File: config.mk
export PLATFORM = sky130hd
export DESIGN_NAME = sorted_array_list
export DESIGN_NICKNAME = d
export VERILOG_FILES = /design/src/sal_pkg.sv /design/src/sorted_array_list.sv
export SDC_FILE = /design/constraint.sdc
export NUM_CORES = 1
export LEC_CHECK = 0
export BUFFER_PORTS_ARGS = -buffer_cell sky130_fd_sc_hd__buf_2
export CORE_AREA = 2 2 143 200
export DETAILED_ROUTE_END_ITERATION = 10
export DIE_AREA = 0 0 145 202
export PLACE_DENSITY = 0.78
export REMOVE_ABC_BUFFERS = 1
export SLEW_MARGIN = 10
export SYNTH_ARGS = -nofsm -noshare
export SYNTH_HDL_FRONTEND = slang
export SYNTH_SLANG_ARGS = --single-unit
File: constraint.sdc
create_clock -name clk_i -period 6.25 [get_ports clk_i]
set_clock_uncertainty 0.05 [all_clocks]
set_input_delay 0.3125 -clock clk_i [delete_from_list [all_inputs] [get_ports clk_i]]
set_output_delay 0.3125 -clock clk_i [all_outputs]
set_load 0.02 [all_outputs]
File: src/sal_pkg.sv
package sal_pkg;

  localparam int unsigned DepthDef = 8;
  localparam int unsigned DataW    = 32;
  localparam int unsigned ReqW     = 2;
  localparam int unsigned StatusW  = 3;
  localparam int unsigned PosW     = 3;
  localparam int unsigned FillW    = 4;

  typedef enum logic [ReqW-1:0] {
    REQ_INSERT = 2'd0,
    REQ_DELETE = 2'd1,
    REQ_READ   = 2'd2,
    REQ_NONE   = 2'd3
  } req_e;

  typedef enum logic [StatusW-1:0] {
    STAT_INSERTED = 3'd0,
    STAT_FULL     = 3'd1,
    STAT_DELETED  = 3'd2,
    STAT_NOTFOUND = 3'd3,
    STAT_EMPTY    = 3'd4,
    STAT_ENTRY    = 3'd5
  } status_e;

  typedef enum logic [3:0] {
    ST_IDLE,
    ST_INS_RD,
    ST_INS_CMP,
    ST_DEL_RD,
    ST_DEL_CMP,
    ST_SHF_RD,
    ST_SHF_WR,
    ST_OUT_RD,
    ST_OUT_EMIT,
    ST_EMIT
  } state_e;

endpackage

File: src/sorted_array_list.sv
// Sorted list of up to DEPTH signed 32-bit values kept in ascending order in a
// single-port-write, single-port-read array. Request kind on s_axis_tuser:
// insert, delete, or read out all entries. Each compare/move step reads the
// array through its registered read port and then compares or writes, so an
// insert steps once per entry above the insert point, a delete once per entry
// scanned and once per entry moved down, and a readout once per stored entry;
// output back-pressure can stall a readout or a result. The block takes no new
// beat until the last result of the current request has been loaded into the
// output register; insert and delete give one result, a readout gives one per
// entry (tlast on the final one) or a single empty result. Stored entries need
// no clearing after reset; only state, count, index and m_valid are reset.
module sorted_array_list #(
  parameter int unsigned DEPTH = sal_pkg::DepthDef
) (
  input  logic                    clk_i,
  input  logic                    rst_ni,
  input  logic                    s_axis_tvalid,
  output logic                    s_axis_tready,
  input  logic [31:0]             s_axis_tdata,  // item_value
  input  logic [1:0]              s_axis_tuser,  // req_type
  output logic                    m_axis_tvalid,
  input  logic                    m_axis_tready,
  output logic [39:0]             m_axis_tdata,  // entry_value, entry_position,
                                                 // fill_count, zero pad
  output logic [2:0]              m_axis_tuser,  // status
  output logic                    m_axis_tlast
);
  import sal_pkg::*;

  localparam int unsigned CW = $clog2(DEPTH + 1);
  localparam int unsigned AW = (DEPTH > 1) ? $clog2(DEPTH) : 1;
  localparam logic [CW-1:0] DepthC = CW'(DEPTH);

  state_e state_q, state_d;
  logic [CW-1:0] cnt_q, cnt_d;
  logic [CW-1:0] idx_q, idx_d;
  logic [CW-1:0] pos_q, pos_d;
  status_e status_q, status_d;
  logic signed [DataW-1:0] val_q, val_d;

  logic signed [DataW-1:0] mem [DEPTH];
  logic signed [DataW-1:0] rdata_q;
  logic mem_we, mem_re;
  logic [AW-1:0] mem_waddr, mem_raddr;
  logic signed [DataW-1:0] mem_wdata;

  logic out_free, out_load, out_last;
  status_e out_status;
  logic signed [DataW-1:0] out_value;
  logic [CW-1:0] out_pos;
  logic [7:0] out_pos_w, out_fill_w;

  logic m_valid_q;
  status_e m_status_q;
  logic signed [DataW-1:0] m_value_q;
  logic [PosW-1:0] m_pos_q;
  logic [FillW-1:0] m_fill_q;
  logic m_last_q;

  logic [CW-1:0] idx_inc, idx_dec;
  logic accept;
  logic is_last_entry;

  assign idx_inc       = CW'(idx_q + 1'b1);
  assign idx_dec       = CW'(idx_q - 1'b1);
  assign s_axis_tready = (state_q == ST_IDLE);
  assign accept        = s_axis_tvalid && s_axis_tready;
  assign out_free      = !m_valid_q || m_axis_tready;
  assign is_last_entry = (idx_inc == cnt_q);

  // next state
  always_comb begin
    state_d = state_q;
    case (state_q)
      ST_IDLE: begin
        if (accept) begin
          case (s_axis_tuser)
            REQ_INSERT: state_d = (cnt_q == DepthC) ? ST_EMIT : ST_INS_RD;
            REQ_DELETE: state_d = (cnt_q == '0) ? ST_EMIT : ST_DEL_RD;
            REQ_READ:   state_d = (cnt_q == '0) ? ST_EMIT : ST_OUT_RD;
            default:    state_d = ST_IDLE;
          endcase
        end
      end
      ST_INS_RD:   state_d = (idx_q == '0) ? ST_EMIT : ST_INS_CMP;
      ST_INS_CMP:  state_d = (rdata_q > val_q) ? ST_INS_RD : ST_EMIT;
      ST_DEL_RD:   state_d = ST_DEL_CMP;
      ST_DEL_CMP: begin
        if (rdata_q == val_q) begin
          state_d = ST_SHF_RD;
        end else begin
          state_d = is_last_entry ? ST_EMIT : ST_DEL_RD;
        end
      end
      ST_SHF_RD:   state_d = (idx_q < cnt_q) ? ST_SHF_WR : ST_EMIT;
      ST_SHF_WR:   state_d = ST_SHF_RD;
      ST_OUT_RD:   state_d = ST_OUT_EMIT;
      ST_OUT_EMIT: begin
        if (out_free) begin
          state_d = is_last_entry ? ST_IDLE : ST_OUT_RD;
        end
      end
      ST_EMIT:     state_d = out_free ? ST_IDLE : ST_EMIT;
      default:     state_d = ST_IDLE;
    endcase
  end

  // datapath and outputs
  always_comb begin
    cnt_d      = cnt_q;
    idx_d      = idx_q;
    pos_d      = pos_q;
    status_d   = status_q;
    val_d      = val_q;
    mem_we     = 1'b0;
    mem_waddr  = idx_q[AW-1:0];
    mem_wdata  = val_q;
    mem_re     = 1'b0;
    mem_raddr  = idx_q[AW-1:0];
    out_load   = 1'b0;
    out_status = status_q;
    out_value  = '0;
    out_pos    = pos_q;
    out_last   = 1'b1;
    case (state_q)
      ST_IDLE: begin
        if (accept) begin
          val_d = s_axis_tdata;
          pos_d = '0;
          idx_d = '0;
          case (s_axis_tuser)
            REQ_INSERT: begin
              status_d = STAT_FULL;
              idx_d    = cnt_q;
            end
            REQ_DELETE,
            REQ_READ:   status_d = STAT_EMPTY;
            default:    status_d = status_q;
          endcase
        end
      end
      ST_INS_RD: begin
        if (idx_q == '0) begin
          mem_we   = 1'b1;
          pos_d    = '0;
          cnt_d    = CW'(cnt_q + 1'b1);
          status_d = STAT_INSERTED;
        end else begin
          mem_re    = 1'b1;
          mem_raddr = idx_dec[AW-1:0];
        end
      end
      ST_INS_CMP: begin
        // walk down from the top, moving larger entries up one slot
        mem_we = 1'b1;
        if (rdata_q > val_q) begin
          mem_wdata = rdata_q;
          idx_d     = idx_dec;
        end else begin
          pos_d    = idx_q;
          cnt_d    = CW'(cnt_q + 1'b1);
          status_d = STAT_INSERTED;
        end
      end
      ST_DEL_RD: mem_re = 1'b1;
      ST_DEL_CMP: begin
        if (rdata_q == val_q) begin
          pos_d    = idx_q;
          cnt_d    = CW'(cnt_q - 1'b1);
          status_d = STAT_DELETED;
        end else begin
          idx_d = idx_inc;
          if (is_last_entry) begin
            status_d = STAT_NOTFOUND;
          end
        end
      end
      ST_SHF_RD: begin
        // cnt_q already holds the reduced count: stop before the old top
        if (idx_q < cnt_q) begin
          mem_re    = 1'b1;
          mem_raddr = idx_inc[AW-1:0];
        end
      end
      ST_SHF_WR: begin
        mem_we    = 1'b1;
        mem_wdata = rdata_q;
        idx_d     = idx_inc;
      end
      ST_OUT_RD: mem_re = 1'b1;
      ST_OUT_EMIT: begin
        out_status = STAT_ENTRY;
        out_value  = rdata_q;
        out_pos    = idx_q;
        out_last   = is_last_entry;
        if (out_free) begin
          out_load = 1'b1;
          idx_d    = idx_inc;
        end
      end
      ST_EMIT:  out_load = out_free;
      default: ;
    endcase
  end

  assign out_pos_w  = 8'(out_pos);
  assign out_fill_w = 8'(cnt_q);

  always_ff @(posedge clk_i or negedge rst_ni) begin
    if (!rst_ni) begin
      state_q   <= ST_IDLE;
      cnt_q     <= '0;
      idx_q     <= '0;
      m_valid_q <= 1'b0;
    end else begin
      state_q <= state_d;
      cnt_q   <= cnt_d;
      idx_q   <= idx_d;
      if (out_load) begin
        m_valid_q <= 1'b1;
      end else if (m_axis_tready) begin
        m_valid_q <= 1'b0;
      end
    end
  end

  always_ff @(posedge clk_i) begin
    pos_q    <= pos_d;
    status_q <= status_d;
    val_q    <= val_d;
    if (out_load) begin
      m_status_q <= out_status;
      m_value_q  <= out_value;
      m_pos_q    <= out_pos_w[PosW-1:0];
      m_fill_q   <= out_fill_w[FillW-1:0];
      m_last_q   <= out_last;
    end
  end

  always_ff @(posedge clk_i) begin
    if (mem_we) begin
      mem[mem_waddr] <= mem_wdata;
    end
    if (mem_re) begin
      rdata_q <= mem[mem_raddr];
    end
  end

  assign m_axis_tvalid = m_valid_q;
  assign m_axis_tdata  = {1'b0, m_fill_q, m_pos_q, m_value_q};
  assign m_axis_tuser  = m_status_q;
  assign m_axis_tlast  = m_last_q;

endmodule

; ---- After elaboration in Yosys (flattened, before gate mapping)
; Memory sizes are Yosys's and may differ from the RTL's. A register that Yosys moved wholly into a read port is not among the register bits.
; Index checks and enable logic that the tools add are counted.
[word_totals]
regBits = 94
latchBits = 0
ram_bits = 256
mem_bits_ro = 0
output_inout_bits = 46
word_cells = 115
n_memories = 1
[op_classes]
add_sub_neg = 4
multipliers = 0
div_mod_pow = 0
n_lt_le_gt_ge = 2
n_eq_ne = 23
shift = 0
mux = 53
bitwise_logic = 0
reduce_logical = 20
[mem_list]
columns = memory, words, width, read_ports, rd_ports_with_merged_regs, write_ports, line_no
row1 = mem, 8, 32, 1, 1, 1, sorted_array_list.sv:41  ; logic signed [DataW-1:0] mem [DEPTH];
[op_table]
columns = op, n
row1 = 4-bit two-way mux, 19
row2 = 32-bit case mux with 2 select lines, 1
row3 = 4-bit case mux with 10 select lines, 1
row4 = 3-bit two-way mux, 13
row5 = 32-bit == test, 1
row6 = 32-bit > comparator, 1
row7 = 32-bit two-way mux, 1
row8 = 3-bit case mux with 4 select lines, 2
row9 = 4-bit case mux with 3 select lines, 2
row10 = 4-bit case mux with 5 select lines, 1
row11 = "4-bit by 3-bit == test with 1-bit output, second input constant", 4
row12 = "4-bit == test, second input constant", 3
row13 = 4-bit logical NOT, 3
row14 = "2-bit != test, second input constant", 6
row15 = 3-bit case mux with 2 select lines, 2
row16 = 5-bit AND reduction, 2
row17 = "4-bit by 1-bit adder with 4-bit output, second input constant", 2
row18 = "4-bit by 2-bit == test with 1-bit output, second input constant", 2
row19 = 1-bit two-way mux, 8
row20 = "4-bit by 1-bit subtractor with 4-bit output, second input constant", 2
row21 = 6-bit AND reduction, 1
row22 = 2-bit OR reduction, 3
row23 = 5-bit nonzero test, 1
row24 = "4-bit by 1-bit == test with 1-bit output, second input constant", 1
row25 = 18 further kinds, 20

; ---- Depth between registers and ports, before layout
[depth]
ltp_word = 5
mapped_depth = 13
depth_no_buf = 10

; ---- Worst setup path before layout
; No wires, ideal clock.
[synth_path]
path_kind = reg-to-reg
startpoint = reg idx_q[0]
endpoint = mem mem[5][0] (enable)
setup_ps = 468
arrival_ps = 4097
required_time_ps = 5732
slack_ps = 1635
stages_incl_launch_ff = 10
period_less_slack_ps = 4615
cell_sequence = dfrtp_1 -> clkbuf_1 -> clkinv_1 -> ha_1 -> nor3b_1 -> nor2b_1 -> a21oi_1 -> nor2_1 -> nand2_1 -> nor3b_1
[synth_between]
elab_chain_len = 5
[synth_lines]
columns = element, line_no
row1 = start: declaration, sorted_array_list.sv:36  ; logic [CW-1:0] idx_q, idx_d;
row2 = start signal: assignment, sorted_array_list.sv:218  ; idx_q <= idx_d;
row3 = 4-bit logical NOT, sorted_array_list.sv:143  ; if (idx_q == '0) begin
row4 = 1-bit two-way mux, sorted_array_list.sv:143
row5 = 1-bit case mux with 2 select lines, sorted_array_list.sv:125  ; case (state_q)
row6 = 1-bit two-way mux, sorted_array_list.sv:241  ; if (mem_we) begin
row7 = 1-bit two-way mux (not written as such), sorted_array_list.sv:242  ; mem[mem_waddr] <= mem_wdata;
row8 = end: declaration, sorted_array_list.sv:41
; Several ways; a longest one is shown, not always the timed one.

; ---- Final worst setup path
[layout_path]
startpoint = reg idx_q[1]
endpoint = reg rdata_q[30] (read register of mem) (data pin)
[layout_between]
elab_chain_len = 3
word_cells_on_any_way = 10
cone_classes = 2 x add/sub / 1 x order compare / 6 x mux / 1 x reduce/logical
[layout_lines]
columns = element, line_no
row1 = 4-bit by 1-bit adder with 4-bit output (tied with other cells), sorted_array_list.sv:64  ; assign idx_inc = CW'(idx_q + 1'b1);
row2 = 3-bit two-way mux (tied with other cells), sorted_array_list.sv:180  ; if (idx_q < cnt_q) begin
row3 = 3-bit case mux with 2 select lines or 1-bit case mux with 3 select lines (tied branches), sorted_array_list.sv:125
row4 = end: declaration, sorted_array_list.sv:42  ; logic signed [DataW-1:0] rdata_q;
; Several ways; a longest one is shown, not always the timed one.
; A chain may end at the register's enable or synchronous reset.

==> run summary <==
Final GP Congestion = 0.880
top post-synthesis cells by area = edfxtp_1, mux2i_1, nand2_1
Final min period = 3880 ps
Num CTS Buffers = 37
required time worst endpoint = 6490 ps
core area = 27,500 µm²
clk_lat worst skew = 540 ps
Setup CP Type = flop to flop
row count = 72
Routed wire per std cell = 22.0 µm
RSZ-0062 raised after global routing = false
Peak VDD IR = 0.262 mV
GRT overflow = 0
fill cell count = 1,771
I/O pins = 84
critical path capture point type = flop
clock tree sinks = 382
# H-tree levels = 2
Leakage Power = 0.00719 µW
Root Buffer = clkbuf_16
FMAX = 0.258 GHz
gate count after technology mapping = 1,139
post-synthesis sequential area ratio = 0.690
Detailed Route WL = 36,400 µm
Mapped Area = 16,500 µm²
status = finished, final reports clean
diode count = 0
initial antenna violation count = 0
global-route wire length before repair = 56,000 µm
vias = 9,974
Power per Cell Area = 503 nW/µm²
layout overhead on the synthesized area = 13.6%
Synth Flop Type = edfxtp_1
total power = 9430 µW
layout cells sized above 1 = 0.177
top-area cell type share of the netlist area = 0.670
# port buffers = 82
Die Span Y = 202 µm
Detailed Place HPWL = 20,700 µm
Async SR Flop Fraction = 0.0340
DRC viols = 0
metal2 WL = 18,700 µm
Tcrit/Tclk final = 0.620
MaxCap Viol Count = 0
Synth warnings = 0
worst-margin pin slew = 970 ps
CTS resizes = 0
top sig layer = met4
Final Setup Violations = 0
largest net degree at the start of global routing = 67
Netlist cell types = 65
largest area contributor in the netlist = edfxtp_1
via count of the first global-routing pass = 10,100
First-pass DRT Iterations = 6
effective utilization at floorplan = 0.602
Slew Viols, Final = 0
EDFF count, synth = 369
element type at the critical path start = flop
postcts setup bufs = 0
crit path DAT = 4120 ps
initial DRC count = 817
met3 WL = 2740 µm
worst-case clock buffer depth = 3
GRT Util Overall = 0.250
die width = 145 µm
die area = 29,300 µm²
Avg Cell Area, Syn = 14.5 µm²
CTS tree = yes
Routed Antenna Nets = 0
Clock Pin Slew Worst Setup and Hold Paths = 70 ps
Final TNS setup = 0 ps
Vias/cell = 6.01
nets@finish = 1,343
Slew headroom = 0.353
Hold WC Path Type = primary input to flop
CP max FO = 32
Hold Vio Cnt, Final = 0
Metal-1 WL = 13,400 µm
Yosys reg bits = 382
[sequential cells by signal, summed over array words and instances (netlist names)]
name	flops
m_axis_tvalid	1
m_axis_tuser	3
val_q	32
status_q	3
cnt_q	4
m_fill_q	4
state_q	4
m_value_q	32
idx_q	4
m_axis_tlast	1
pos_q	3
rdata_q	32
mem	256
m_pos_q	3
[layer usage]
| layer | vias to the layer above | global-route usage |
|---|---|---|
| met5 | - | 0 |
| met1 | 4898 | 0.305 |
| met3 | 108 | 0.0433 |
| met4 | 0 | 0.126 |
| li1 | 4492 | - |
| met2 | 476 | 0.432 |
[cell usage after synthesis (all sizes together), types with 2 or more instances]
cell and number:
o221ai 3, nand3 9, mux2i 70, o21ai 18
and2 36, nand2 183, o32ai 2, or3 2
nor2b 9, inv 44, xnor2 6, o2bb2ai 2
buf 22, o31ai 2, nand2b 6, dfrtp 13
a21o 5, o211ai 2, nor3 12, o21a 3
xor2 4, nor2 30, ha 44, a221oi 3
nor3b 5, a22o 2, nand4 9, a211o 33
a21oi 60, mux2 38, o22ai 33, clkbuf 30
edfxtp 369, and3 6, nor4 5, a211oi 4
[critical path: stages (launching register included)]
cell and delay [ps]:
dfrtp_1 690, inv_1 300, ha_1 300, nor3b_1 180, nor4_1 410, inv_1 120
o41ai_2 110, or2_2 210, o22a_2 760, o22ai_1 200, a211o_1 300
[metrics by stage]
stage / cells / util / area (µm²) / hold WS (ps) / worst slack (ps)
6_report: 1659 / 0.683 / 18800 / 164 / 2370
5_1_grt: 1659 / 0.683 / 18800 / 168 / 2170
4_1_cts: 1659 / 0.683 / 18800 / 142 / 2410
3_5_place_dp: 1558 / 0.630 / 17300 / 190 / 2400
3_3_place_gp: 1558 / 0.630 / 17300 / 185 / 2540
2_1_floorplan: 1087 / - / 16200 / -33.1 / 1640
[kinds of logic after synthesis]
| logic type | after synthesis | synth area share |
|---|---|---|
| adders and majority gates | 45 | 0.0345 |
| other | 1 | 0.000227 |
| xor gates and xnor gates | 10 | 0.00530 |
| DFF | 382 | 0.690 |
| AOI/OAI and AO/OA | 179 | 0.0718 |
| muxes | 108 | 0.0753 |
| buffers and inverters | 97 | 0.0307 |
| and+or+nand+nor | 317 | 0.0922 |
[layout make-up]
type	count	area, µm²	area share
well taps	370	463	0.0247
clock buffers	46	1010	0.0539
clock inverters	22	125	0.00666
inverters	45	169	0.00900
repair buffers	134	896	0.0477
flip-flops and latches	382	11400	0.608
multi-input cells	660	4700	0.250
[final timing paths]
path                       slack, ps          start              end  cells after the start
max                             2370       idx_q[1]      rdata_q[30]                     10
min                              160  s_axis_tvalid       state_q[1]                      3
max reg2reg                     2370       idx_q[1]      rdata_q[30]                     10
min reg2reg                      460    status_q[0]  m_axis_tuser[0]                      1
max in group asynchronous       5700         rst_ni         cnt_q[2]                      2
min in group asynchronous        180         rst_ni       state_q[3]                      2
[repair_timing]
action / 4_1_cts / 5_1_grt
setup endpoints to repair: 0 / 0
hold buffers: 33 / 0
endpoints found under the hold margin: 45 / 0
[where the power goes]
| group | internal, µW | leakage, µW | total [µW] | switching (µW) |
|---|---|---|---|---|
| clock network | 1160 | 0.000567 | 2090 | 929 |
| registers | 3650 | 0.00353 | 3970 | 325 |
| logic | 1230 | 0.00309 | 3370 | 2140 |
[placed cells by master (no fill, tap or decap), types with 8 or more instances in the layout]
| master | n |
|---|---|
| a211o_1 | 33 |
| a21oi_1 | 60 |
| and2_1 | 34 |
| buf_2 | 82 |
| buf_4 | 18 |
| clkbuf_16 | 39 |
| clkinv_2 | 11 |
| dfrtp_1 | 13 |
| dlygate4sd3_1 | 33 |
| edfxtp_1 | 369 |
| ha_1 | 44 |
| inv_1 | 43 |
| mux2_4 | 31 |
| mux2i_1 | 69 |
| nand2_1 | 181 |
| nand3_1 | 9 |
| nor2_1 | 28 |
| nor2b_1 | 8 |
| nor3_1 | 8 |
| o21ai_0 | 18 |
| o22ai_1 | 33 |
No activity file was read; power rests on OpenSTA's default activity.
